==> src/rtl/core/pfoc_pkg.sv <==
// ----------------------------------------------------------------------------
// pfoc_pkg
// Shared types and constants of the panel fade overlay compositor.
// ----------------------------------------------------------------------------
package pfoc_pkg;

  localparam int PANELS_IN_STAGE = 9;
  localparam int LEDS_IN_PANEL   = 16;

  typedef enum logic [1:0] {
    OP_SET_LIGHT   = 2'd0,
    OP_SET_OVERLAY = 2'd1,
    OP_FADE        = 2'd2,
    OP_RENDER      = 2'd3
  } opcode_t;

  typedef enum logic [2:0] {
    CFG_FADE_ON_STEP  = 3'd0,
    CFG_FADE_OFF_STEP = 3'd1,
    CFG_OVERLAY_RED   = 3'd2,
    CFG_OVERLAY_GREEN = 3'd3,
    CFG_OVERLAY_BLUE  = 3'd4
  } cfg_index_t;

  typedef enum logic [2:0] {
    ST_CLEAR,
    ST_IDLE,
    ST_READ,
    ST_MODIFY,
    ST_CALC_START,
    ST_CALC_WAIT,
    ST_EMIT
  } seq_state_t;

  typedef enum logic [3:0] {
    MU_IDLE,
    MU_M0,
    MU_M1,
    MU_M2,
    MU_M3,
    MU_M4,
    MU_SAT,
    MU_DIV,
    MU_DONE
  } mix_state_t;

  typedef struct packed {
    logic [23:0] color;
    logic        back_on;
    logic [7:0]  back_alpha;
    logic        front_on;
    logic [7:0]  front_alpha;
  } panel_entry_t;

  typedef struct packed {
    logic [7:0] cf;
    logic [7:0] cb;
    logic [7:0] fa;
    logic [7:0] ba;
    logic [7:0] on_step;
    logic [7:0] off_step;
  } mix_req_t;

  typedef struct packed {
    logic [7:0] plain;
    logic [7:0] blend;
  } mix_res_t;

endpackage

==> src/rtl/core/pfoc_ram.sv <==
// ----------------------------------------------------------------------------
// pfoc_ram
// Generic single-port-write, single-port-read RAM with registered read data.
// ----------------------------------------------------------------------------
module pfoc_ram #(
  parameter int  WIDTH = 8,
  parameter int  DEPTH = 16,
  localparam int AW    = (DEPTH > 1) ? $clog2(DEPTH) : 1
) (
  input  logic             clk,
  input  logic             we,
  input  logic [AW-1:0]    waddr,
  input  logic [WIDTH-1:0] wdata,
  input  logic [AW-1:0]    raddr,
  output logic [WIDTH-1:0] rdata
);

  logic [WIDTH-1:0] mem [DEPTH];

  always_ff @(posedge clk) begin
    if (we) begin
      mem[waddr] <= wdata;
    end
    rdata <= mem[raddr];
  end

endmodule

==> src/rtl/core/pfoc_mix_unit.sv <==
// ----------------------------------------------------------------------------
// pfoc_mix_unit
// Computes one color channel of a panel: the plain background value and the
// alpha-over blend, with one shared 16x8 multiplier and a restoring divider.
// ----------------------------------------------------------------------------
module pfoc_mix_unit (
  input  logic               clk,
  input  logic               rst,
  input  logic               start,
  input  pfoc_pkg::mix_req_t req,
  output logic               done,
  output pfoc_pkg::mix_res_t res
);
  import pfoc_pkg::*;

  mix_state_t  state, state_next;
  logic [15:0] mul_a;
  logic [7:0]  mul_b;
  logic [23:0] prod;
  logic [7:0]  ra, ub, ff, q;
  logic [15:0] pb, pf, den;
  logic [25:0] num;
  logic [22:0] dsh;
  logic [2:0]  cnt;
  logic        ge;

  // Exact floor(x / 255) for x up to 255 * 255.
  function automatic logic [7:0] div255(input logic [15:0] x);
    logic [16:0] t;
    t = 17'(x) + 17'(x[15:8]) + 17'd1;
    return t[15:8];
  endfunction

  assign ge = (num >= 26'(dsh));

  always_comb begin
    state_next = state;
    mul_a      = '0;
    mul_b      = '0;
    case (state)
      MU_IDLE: if (start) state_next = MU_M0;
      MU_M0: begin
        mul_a      = {8'h00, ~req.ba};
        mul_b      = ~req.fa;
        state_next = MU_M1;
      end
      MU_M1: begin
        mul_a      = {8'h00, req.cb};
        mul_b      = req.ba;
        state_next = MU_M2;
      end
      MU_M2: begin
        mul_a      = {8'h00, req.cf};
        mul_b      = req.fa;
        state_next = MU_M3;
      end
      MU_M3: begin
        mul_a      = pb;
        mul_b      = ~req.fa;
        state_next = MU_M4;
      end
      MU_M4: state_next = MU_SAT;
      MU_SAT: begin
        if (ra == 8'h00 || num >= 26'({den, 8'h00})) begin
          state_next = MU_DONE;
        end else begin
          state_next = MU_DIV;
        end
      end
      MU_DIV: if (cnt == 3'd0) state_next = MU_DONE;
      MU_DONE: state_next = MU_IDLE;
      default: state_next = MU_IDLE;
    endcase
  end

  always_ff @(posedge clk) begin
    if (rst) begin
      state <= MU_IDLE;
    end else begin
      state <= state_next;
    end
  end

  always_ff @(posedge clk) begin
    prod <= 24'(mul_a) * 24'(mul_b);
    case (state)
      MU_M1: ra <= 8'hFF - div255(prod[15:0]);
      MU_M2: begin
        ub <= div255(prod[15:0]);
        pb <= prod[15:0];
      end
      MU_M3: begin
        ff <= div255(prod[15:0]);
        pf <= prod[15:0];
      end
      MU_M4: begin
        num <= 26'({pf, 8'h00}) - 26'(pf) + 26'(prod);
        den <= {ra, 8'h00} - {8'h00, ra};
      end
      MU_SAT: begin
        dsh <= {den, 7'b0};
        cnt <= 3'd7;
        if (ra == 8'h00) begin
          q <= 8'h00;
        end else if (num >= 26'({den, 8'h00})) begin
          q <= 8'hFF;
        end else begin
          q <= 8'h00;
        end
      end
      MU_DIV: begin
        if (ge) begin
          num <= num - 26'(dsh);
        end
        q   <= {q[6:0], ge};
        dsh <= dsh >> 1;
        cnt <= cnt - 3'd1;
      end
      default: ;
    endcase
  end

  assign done      = (state == MU_DONE);
  assign res.plain = ub;
  assign res.blend = (ra < req.off_step) ? 8'h00 :
                     (req.fa < req.on_step) ? ub :
                     (req.ba < req.on_step) ? ff : q;

`ifndef SYNTH
  a_start_idle : assert property (@(posedge clk) disable iff (rst)
    start |-> state == MU_IDLE) else $error("mix unit started while busy");
  a_done_once : assert property (@(posedge clk) disable iff (rst)
    done |=> state == MU_IDLE) else $error("mix unit done not followed by idle");
  a_rem_bound : assert property (@(posedge clk) disable iff (rst)
    state == MU_DIV |-> num < 26'({den, 8'h00})) else $error("divider remainder out of range");
`endif

endmodule

==> src/rtl/core/panel_fade_overlay_compositor.sv <==
// ----------------------------------------------------------------------------
// panel_fade_overlay_compositor
// Per-panel background and overlay state with fading and alpha-over render.
// Set light writes one panel entry, and its partner in the next stage when mirrored;
// set overlay and fade tick sweep every panel entry, one read-modify-write each.
// Render runs the shared mix unit once per color channel, then emits
// 16 items at one per cycle when result_ready stays high; one item at a time.
// After reset the panel memory is cleared.
// ----------------------------------------------------------------------------
module panel_fade_overlay_compositor #(
  parameter int STAGE_COUNT = 2
) (
  input  logic       clk,
  input  logic       rst,
  input  logic       cfg_write,
  input  logic [2:0] cfg_index,
  input  logic [7:0] cfg_data,
  input  logic       item_valid,
  output logic       item_ready,
  input  logic [1:0] opcode,
  input  logic [4:0] panel,
  input  logic [7:0] red,
  input  logic [7:0] green,
  input  logic [7:0] blue,
  input  logic       on_flag,
  input  logic       repeat_both,
  input  logic       snap_alpha,
  output logic       result_valid,
  input  logic       result_ready,
  output logic [4:0] out_panel,
  output logic [3:0] led_index,
  output logic [7:0] out_red,
  output logic [7:0] out_green,
  output logic [7:0] out_blue,
  output logic       last
);
  import pfoc_pkg::*;

  localparam int PANEL_TOTAL = PANELS_IN_STAGE * STAGE_COUNT;
  localparam int AW          = $clog2(PANEL_TOTAL);

  // Configuration registers.
  logic [7:0] fade_on_step, fade_off_step, overlay_red, overlay_green, overlay_blue;

  // Sequencer state and the latched item.
  seq_state_t   state, state_next;
  logic [AW-1:0] addr;
  logic          first;
  opcode_t       op;
  logic [4:0]    p;
  logic [23:0]   rgb;
  logic          on, both, nofade;
  panel_entry_t  ent;
  logic [1:0]    chan;
  logic [3:0]    led;
  logic [7:0]    res_plain [3];
  logic [7:0]    res_blend [3];
  logic          pos0, pos2, pos6, pos8;

  // Memory port signals.
  logic          ram_we;
  panel_entry_t  ram_wdata, ram_rdata;

  // Mix unit.
  logic      mix_start, mix_done;
  mix_req_t  mix_req;
  mix_res_t  mix_res;

  logic item_acc, mirror, sweep_end, masked, in_range;

  function automatic logic [7:0] fade_one(input logic [7:0] a, input logic up,
                                          input logic [7:0] inc, input logic [7:0] dec);
    logic [8:0] s;
    s = {1'b0, a} + {1'b0, inc};
    if (up) begin
      return s[8] ? 8'hFF : s[7:0];
    end
    return (a < dec) ? 8'h00 : a - dec;
  endfunction

  // Position of a panel within its stage, by subtracting one stage per step.
  function automatic logic [3:0] stage_pos(input logic [4:0] v);
    logic [5:0] t;
    t = {1'b0, v};
    for (int k = 0; k < STAGE_COUNT; k++) begin
      if (t >= 6'(PANELS_IN_STAGE)) begin
        t = t - 6'(PANELS_IN_STAGE);
      end
    end
    return t[3:0];
  endfunction

  pfoc_ram #(
    .WIDTH ($bits(panel_entry_t)),
    .DEPTH (PANEL_TOTAL)
  ) u_ram (
    .clk   (clk),
    .we    (ram_we),
    .waddr (addr),
    .wdata (ram_wdata),
    .raddr (addr),
    .rdata (ram_rdata)
  );

  pfoc_mix_unit u_mix (
    .clk   (clk),
    .rst   (rst),
    .start (mix_start),
    .req   (mix_req),
    .done  (mix_done),
    .res   (mix_res)
  );

  // Configuration writes; indexes past the list are dropped.
  always_ff @(posedge clk) begin
    if (rst) begin
      fade_on_step  <= 8'd16;
      fade_off_step <= 8'd16;
      overlay_red   <= 8'd0;
      overlay_green <= 8'd0;
      overlay_blue  <= 8'd0;
    end else if (cfg_write) begin
      case (cfg_index)
        CFG_FADE_ON_STEP:  fade_on_step  <= cfg_data;
        CFG_FADE_OFF_STEP: fade_off_step <= cfg_data;
        CFG_OVERLAY_RED:   overlay_red   <= cfg_data;
        CFG_OVERLAY_GREEN: overlay_green <= cfg_data;
        CFG_OVERLAY_BLUE:  overlay_blue  <= cfg_data;
        default: ;
      endcase
    end
  end

  assign item_acc  = item_valid && item_ready;
  assign in_range  = (32'(panel) < PANEL_TOTAL);
  // The mirror write only applies to a first-stage panel whose partner exists.
  assign mirror    = first && both && (32'(p) < PANELS_IN_STAGE) &&
                     (32'(p) + PANELS_IN_STAGE < PANEL_TOTAL);
  assign sweep_end = (addr == AW'(PANEL_TOTAL - 1));

  // The mix request picks one color channel at a time.
  always_comb begin
    mix_req.fa       = ent.front_alpha;
    mix_req.ba       = ent.back_alpha;
    mix_req.on_step  = fade_on_step;
    mix_req.off_step = fade_off_step;
    case (chan)
      2'd0: begin
        mix_req.cf = overlay_red;
        mix_req.cb = ent.color[23:16];
      end
      2'd1: begin
        mix_req.cf = overlay_green;
        mix_req.cb = ent.color[15:8];
      end
      default: begin
        mix_req.cf = overlay_blue;
        mix_req.cb = ent.color[7:0];
      end
    endcase
  end

  // Next state, memory write and handshake outputs.
  always_comb begin
    state_next = state;
    ram_we     = 1'b0;
    ram_wdata  = ram_rdata;
    mix_start  = 1'b0;
    item_ready = 1'b0;
    result_valid = 1'b0;
    case (state)
      ST_CLEAR: begin
        ram_we    = 1'b1;
        ram_wdata = '0;
        if (sweep_end) state_next = ST_IDLE;
      end
      ST_IDLE: begin
        item_ready = 1'b1;
        if (item_valid) begin
          if ((opcode_t'(opcode) == OP_SET_LIGHT || opcode_t'(opcode) == OP_RENDER) &&
              !in_range) begin
            state_next = ST_IDLE;
          end else begin
            state_next = ST_READ;
          end
        end
      end
      ST_READ: state_next = ST_MODIFY;
      ST_MODIFY: begin
        case (op)
          OP_SET_LIGHT: begin
            ram_we = 1'b1;
            if (on) ram_wdata.color = rgb;
            ram_wdata.back_on = on;
            if (nofade) ram_wdata.back_alpha = on ? 8'hFF : 8'h00;
            state_next = mirror ? ST_READ : ST_IDLE;
          end
          OP_SET_OVERLAY: begin
            ram_we = 1'b1;
            ram_wdata.front_on = on;
            state_next = sweep_end ? ST_IDLE : ST_READ;
          end
          OP_FADE: begin
            ram_we = 1'b1;
            ram_wdata.front_alpha = fade_one(ram_rdata.front_alpha, ram_rdata.front_on,
                                             fade_on_step, fade_off_step);
            ram_wdata.back_alpha  = fade_one(ram_rdata.back_alpha, ram_rdata.back_on,
                                             fade_on_step, fade_off_step);
            state_next = sweep_end ? ST_IDLE : ST_READ;
          end
          default: state_next = ST_CALC_START;
        endcase
      end
      ST_CALC_START: begin
        mix_start  = 1'b1;
        state_next = ST_CALC_WAIT;
      end
      ST_CALC_WAIT: begin
        if (mix_done) state_next = (chan == 2'd2) ? ST_EMIT : ST_CALC_START;
      end
      ST_EMIT: begin
        result_valid = 1'b1;
        if (result_ready && led == 4'(LEDS_IN_PANEL - 1)) state_next = ST_IDLE;
      end
      default: state_next = ST_IDLE;
    endcase
  end

  always_ff @(posedge clk) begin
    if (rst) begin
      state <= ST_CLEAR;
      addr  <= '0;
      first <= 1'b0;
      chan  <= '0;
      led   <= '0;
    end else begin
      state <= state_next;
      case (state)
        ST_CLEAR: addr <= addr + AW'(1);
        ST_IDLE: begin
          if (item_acc) begin
            first <= 1'b1;
            if (opcode_t'(opcode) == OP_SET_OVERLAY || opcode_t'(opcode) == OP_FADE) begin
              addr <= '0;
            end else begin
              addr <= AW'(panel);
            end
          end
        end
        ST_MODIFY: begin
          chan <= '0;
          if (op == OP_SET_LIGHT) begin
            first <= 1'b0;
            addr  <= AW'(32'(p) + PANELS_IN_STAGE);
          end else begin
            addr <= addr + AW'(1);
          end
        end
        ST_CALC_WAIT: begin
          if (mix_done) begin
            chan <= chan + 2'd1;
            led  <= '0;
          end
        end
        ST_EMIT: if (result_ready) led <= led + 4'd1;
        default: ;
      endcase
    end
  end

  // Item fields and render working values need no reset.
  always_ff @(posedge clk) begin
    if (item_acc) begin
      op     <= opcode_t'(opcode);
      p      <= panel;
      rgb    <= {red, green, blue};
      on     <= on_flag;
      both   <= repeat_both;
      nofade <= snap_alpha;
    end
    if (state == ST_MODIFY && op == OP_RENDER) begin
      ent  <= ram_rdata;
      pos0 <= (stage_pos(p) == 4'd0);
      pos2 <= (stage_pos(p) == 4'd2);
      pos6 <= (stage_pos(p) == 4'd6);
      pos8 <= (stage_pos(p) == 4'd8);
    end
    if (state == ST_CALC_WAIT && mix_done) begin
      res_plain[chan] <= mix_res.plain;
      res_blend[chan] <= mix_res.blend;
    end
  end

  // Border mask of the corner panels: outer row or column facing the edge.
  assign masked = ((pos0 || pos2) && led[3:2] == 2'd0) ||
                  ((pos6 || pos8) && led[3:2] == 2'd3) ||
                  ((pos0 || pos6) && led[1:0] == 2'd0) ||
                  ((pos2 || pos8) && led[1:0] == 2'd3);

  assign out_panel = p;
  assign led_index = led;
  assign out_red   = masked ? res_blend[0] : res_plain[0];
  assign out_green = masked ? res_blend[1] : res_plain[1];
  assign out_blue  = masked ? res_blend[2] : res_plain[2];
  assign last      = (led == 4'(LEDS_IN_PANEL - 1));

`ifndef SYNTH
  a_no_overlap : assert property (@(posedge clk) disable iff (rst)
    !(item_ready && result_valid)) else $error("item taken while results pending");
  a_last_frees : assert property (@(posedge clk) disable iff (rst)
    result_valid && result_ready && last |=> item_ready)
    else $error("block not ready after final LED");
  a_write_phase : assert property (@(posedge clk) disable iff (rst)
    ram_we |-> (state == ST_CLEAR || state == ST_MODIFY))
    else $error("panel memory written outside an update step");
  a_mix_wait : assert property (@(posedge clk) disable iff (rst)
    mix_done |-> state == ST_CALC_WAIT) else $error("mix result arrived unexpectedly");
`endif

endmodule
==> config.mk <==
export PLATFORM = sky130hd
export DESIGN_NAME = panel_fade_overlay_compositor
export DESIGN_NICKNAME = d
export VERILOG_FILES = /design/src/rtl/core/pfoc_pkg.sv /design/src/rtl/core/pfoc_ram.sv /design/src/rtl/core/pfoc_mix_unit.sv /design/src/rtl/core/panel_fade_overlay_compositor.sv
export SDC_FILE = /design/constraint.sdc
export NUM_CORES = 2
export LEC_CHECK = 0
export ABC_AREA = 1
export BUFFER_PORTS_ARGS = -buffer_cell sky130_fd_sc_hd__buf_2
export CORE_MARGIN = 1.5
export CORE_UTILIZATION = 33
export DETAILED_ROUTE_END_ITERATION = 8
export GPL_TIMING_DRIVEN = 0
export PLACE_DENSITY = 0.55
export SETUP_SLACK_MARGIN = 0.15
export SLEW_MARGIN = 10
export SYNTH_ARGS = -nofsm -noshare
export SYNTH_HDL_FRONTEND = slang
export SYNTH_HIERARCHICAL = 1
export SYNTH_SLANG_ARGS = --single-unit
==> constraint.sdc <==
create_clock -name clk -period 6.4 [get_ports clk]
set_input_delay 0 -clock clk [delete_from_list [all_inputs] [get_ports clk]]
set_output_delay 0 -clock clk [all_outputs]
set_load 0.02 [all_outputs]
==> impl_metrics.tcl <==
set metrics [dict create \
    end_kind "flop" \
    synth_area_um2 58710 \
    crit_family "adder cells" \
    cp.buffers_inverters 6 \
    start_util_pct 33.26 \
    finalCritPeriodShare_pct 94.23 \
    tns_ps 0 \
    synth_edf_count 1014 \
    firstDrtPassIters 7 \
    fin_crit_ps 6031 \
    fin_nets 6957 \
    p_leak_nw 29.47 \
    synth_warnings 6 \
    finalMaxSlewViolations 0 \
    hold_end "addr[1]" \
    vias 44600 \
    core_area_um2 176500 \
    cts_max_level 4 \
    vdd_ir_drop_max_v 0.0002260 \
    rr_endpoint "u_mix/prod[17]" \
    rsz0062_at_grt "true" \
    drive_above_1_share_pct 9.842 \
    grt_overflow_total 0 \
    hold_class "in2reg" \
    regArea_um2 32950 \
    cpMostUsedCell "fa_1" \
    portBuffers 85 \
    start_kind "flop" \
    cts_buffers 131 \
    synth_seq_area_share_pct 56.13 \
    synth_flop_cell "edfxtp_1" \
    cp_slowest_stage_delay_ps 560 \
    cts_max_path_buffers 3 \
    die_y_um 424.8 \
    r2r-start "chan[0]" \
    path_cells "inv_1 -> ha_1 -> clkbuf_4 -> buf_2 -> a22oi_1 -> nand2_1 -> a221oi_4 -> buf_4 -> nor2_1 -> fa_1 -> fa_1 -> fa_1 -> inv_1 -> fa_1 -> inv_1 -> ha_1 -> a21oi_1 -> o21ai_0 -> a21o_1 -> a21oi_1 -> o21ai_1 -> xor2_1" \
    synthTopCellsByArea "edfxtp_1, nand2_1, inv_1, nand3_1, dfxtp_1" \
    wl_per_cell_um 20.39 \
    arrival_ps 6690 \
    outcome "finished, final reports clean" \
    core.rowCount 154 \
    wirelength_um 184900 \
    holdCritStartpoint "panel[1]" \
    io_pins 86 \
    tightest_slew_ps 1105 \
    setup_viol 0 \
    cts.sinks 1139 \
    path_clk_slew_ps 60 \
    crit_required_ps 7060 \
    fillCellCount 17440 \
    initialDrtViolationCount 4053 \
    ys_types 64 \
    timing.fmax_ghz 0.1658 \
    synth_area_leader_cell "edfxtp_1" \
    dpl.hpwl_um 135000 \
    slew_headroom_pct 26.31 \
    yosys.cell_count.top_type "nand2_1" \
    cts_tree "built" \
    critPathKind "reg2reg" \
    min_path_cells 4 \
    power.density_nw_per_um2 350.7 \
    gp_congestion 0.9103 \
    antenna_found_initial 3 \
    fp.dieW_um 424.8 \
    clock_latency_ps 800 \
    worst_clock_skew_ps 56.89 \
    syn-mean-instance-area_um2 9.423 \
    path_max_fanout 10 \
    yosysTopAreaCellShare_pct 51.87 \
    synthArstFlopShare_pct 0 \
    grt_pass1_vias 42570 \
    critPathSlowestCell "fa_1" \
    syn2layout_area_growth_pct 17.29 \
    die_area_um2 180400 \
    rr_worst_depth 22 \
    grt_max_degree 34 \
    ant_nets 0 \
    drc 0 \
    hold_violations 0 \
    p_total_mw 24.15 \
    viasPerCell 4.916 \
    grt_pass1_wl_um 271800 \
    reg2reg_setup_slack_ps 370 \
    track_usage_pct 20.23 \
    syn_inst 6230 \
    syn_nets 6567 \
    ys_ff_latch 1139 \
    clock-root-buffer "clkbuf_16" \
    multi_input_area_um2 21000 \
    synth_top_cells_by_count "nand2_1, edfxtp_1, inv_1" \
    maxCapViolCount 0 \
]
[area by class of cell]
type                    instances  share of cell area [%]
flip-flops and latches       1139                   47.86
diodes                          5                 0.01817
plain buffers                 209                   1.872
clock inverters                66                   1.048
inverters                     991                   5.428
clock buffers                 173                   5.184
repair buffers                257                   3.849
multi-input cells            3891                   30.49
well taps                    2340                   4.252
[cells by family (layout without fill, tap and decap cells)]
group | Yosys count | in the layout | synth area share [%]
compound gates | 574 | 574 | 5.590
xor+xnor | 65 | 65 | 0.9697
fa+ha+maj | 287 | 287 | 7.268
buf+inv | 1200 | 1696 | 8.529
flops | 1139 | 1139 | 56.13
mux | 24 | 24 | 0.4604
other cells | 0 | 5 | 0
simple gates | 2941 | 2941 | 21.05
[metal layers]
metal,track usage (%),routed length [um]
met5,0,13
met4,7.643,6925
met2,33.53,87280
met3,2.947,11500
met1,26.71,79200
[state kept, by name (all words and copies together) (netlist names), 8 cells and up]
signal / cells
u_mix/dsh: 23
u_ram/mem: 756
u_mix/prod: 24
u_mix/ra: 8
u_mix/num: 26
fade_on_step: 8
u_mix/ub: 8
u_mix/pf: 16
u_mix/den: 16
overlay_green: 8
u_mix/ff: 8
res_blend: 24
rgb: 24
fade_off_step: 8
overlay_red: 8
ent: 40
overlay_blue: 8
res_plain: 24
u_ram/rdata: 42
u_mix/pb: 16
u_mix/q: 8
[power breakdown]
group | internal (mW) | leakage, nW | switching (mW)
combinational | 2.02 | 17.1 | 5.03
sequential | 9.14 | 10.3 | 0.537
clock | 4.24 | 2.07 | 3.19
total | 15.4 | 29.5 | 8.75
[worst min-delay path, cell delays in order]
cell and delay [ps]:
dlygate4sd3_1 530, buf_2 150, nand2_1 70, a41oi_1 100
[how the worst max path moves through the flow]
stage	from	endpoint	slack (ps)	cells after the start
2_1_floorplan	chan[0]	u_mix/prod[16]	990	24
3_3_place_gp	state[1]	u_ram/mem[0][25]	-540	6
3_5_place_dp	chan[1]	u_mix/prod[16]	-590	24
4_1_cts	chan[0]	u_mix/prod[17]	180	24
5_1_grt	chan[0]	u_mix/prod[20]	130	23
6_report	chan[0]	u_mix/prod[17]	370	22
[timing repair]
item	4_1_cts	5_1_grt
hold endpoints to repair	103	0
resized for setup	8	12
setup buffers	4	1
setup endpoints to repair	16	11
pin swaps	2	0
hold buffers	105	0
[cells in the final DEF (no fill, tap or decap), types with 10 or more instances in the layout]
master         count
nand2_1         1616
edfxtp_1        1014
inv_1            970
nand3_1          677
nor2_1           461
o21ai_0          223
ha_1             197
a21oi_1          184
buf_2            170
clkbuf_16        134
dfxtp_1          125
dlygate4sd3_1    105
fa_1              90
clkbuf_1          87
nand4_1           50
buf_6             45
xor2_1            45
o21ai_1           39
buf_4             35
nor3_1            30
buf_12            28
clkinv_1          24
mux2_2            24
nor2_4            23
nand2_2           20
xnor2_1           20
o21ai_2           19
or2_2             18
inv_2             17
a22oi_1           17
clkinv_2          14
buf_16            13
a21oi_2           12
o21bai_1          11
nor2_2            10
o21a_1            10
[metrics by stage]
stage	instances	area [um^2]	util, %	setup slack (ps)	hold WS [ps]
after global routing	9067	68850	39.01	133.5	124.2
after floorplan	6230	58710	-	991.4	69.07
final	9071	68860	39.01	369.3	105.7
after detailed placement	8717	63410	35.93	-587.3	179.1
after global placement	8655	62060	35.16	-535.2	177.8
after CTS	9065	68800	38.98	181.4	56.60
Power figures use the tool's default switching activity.
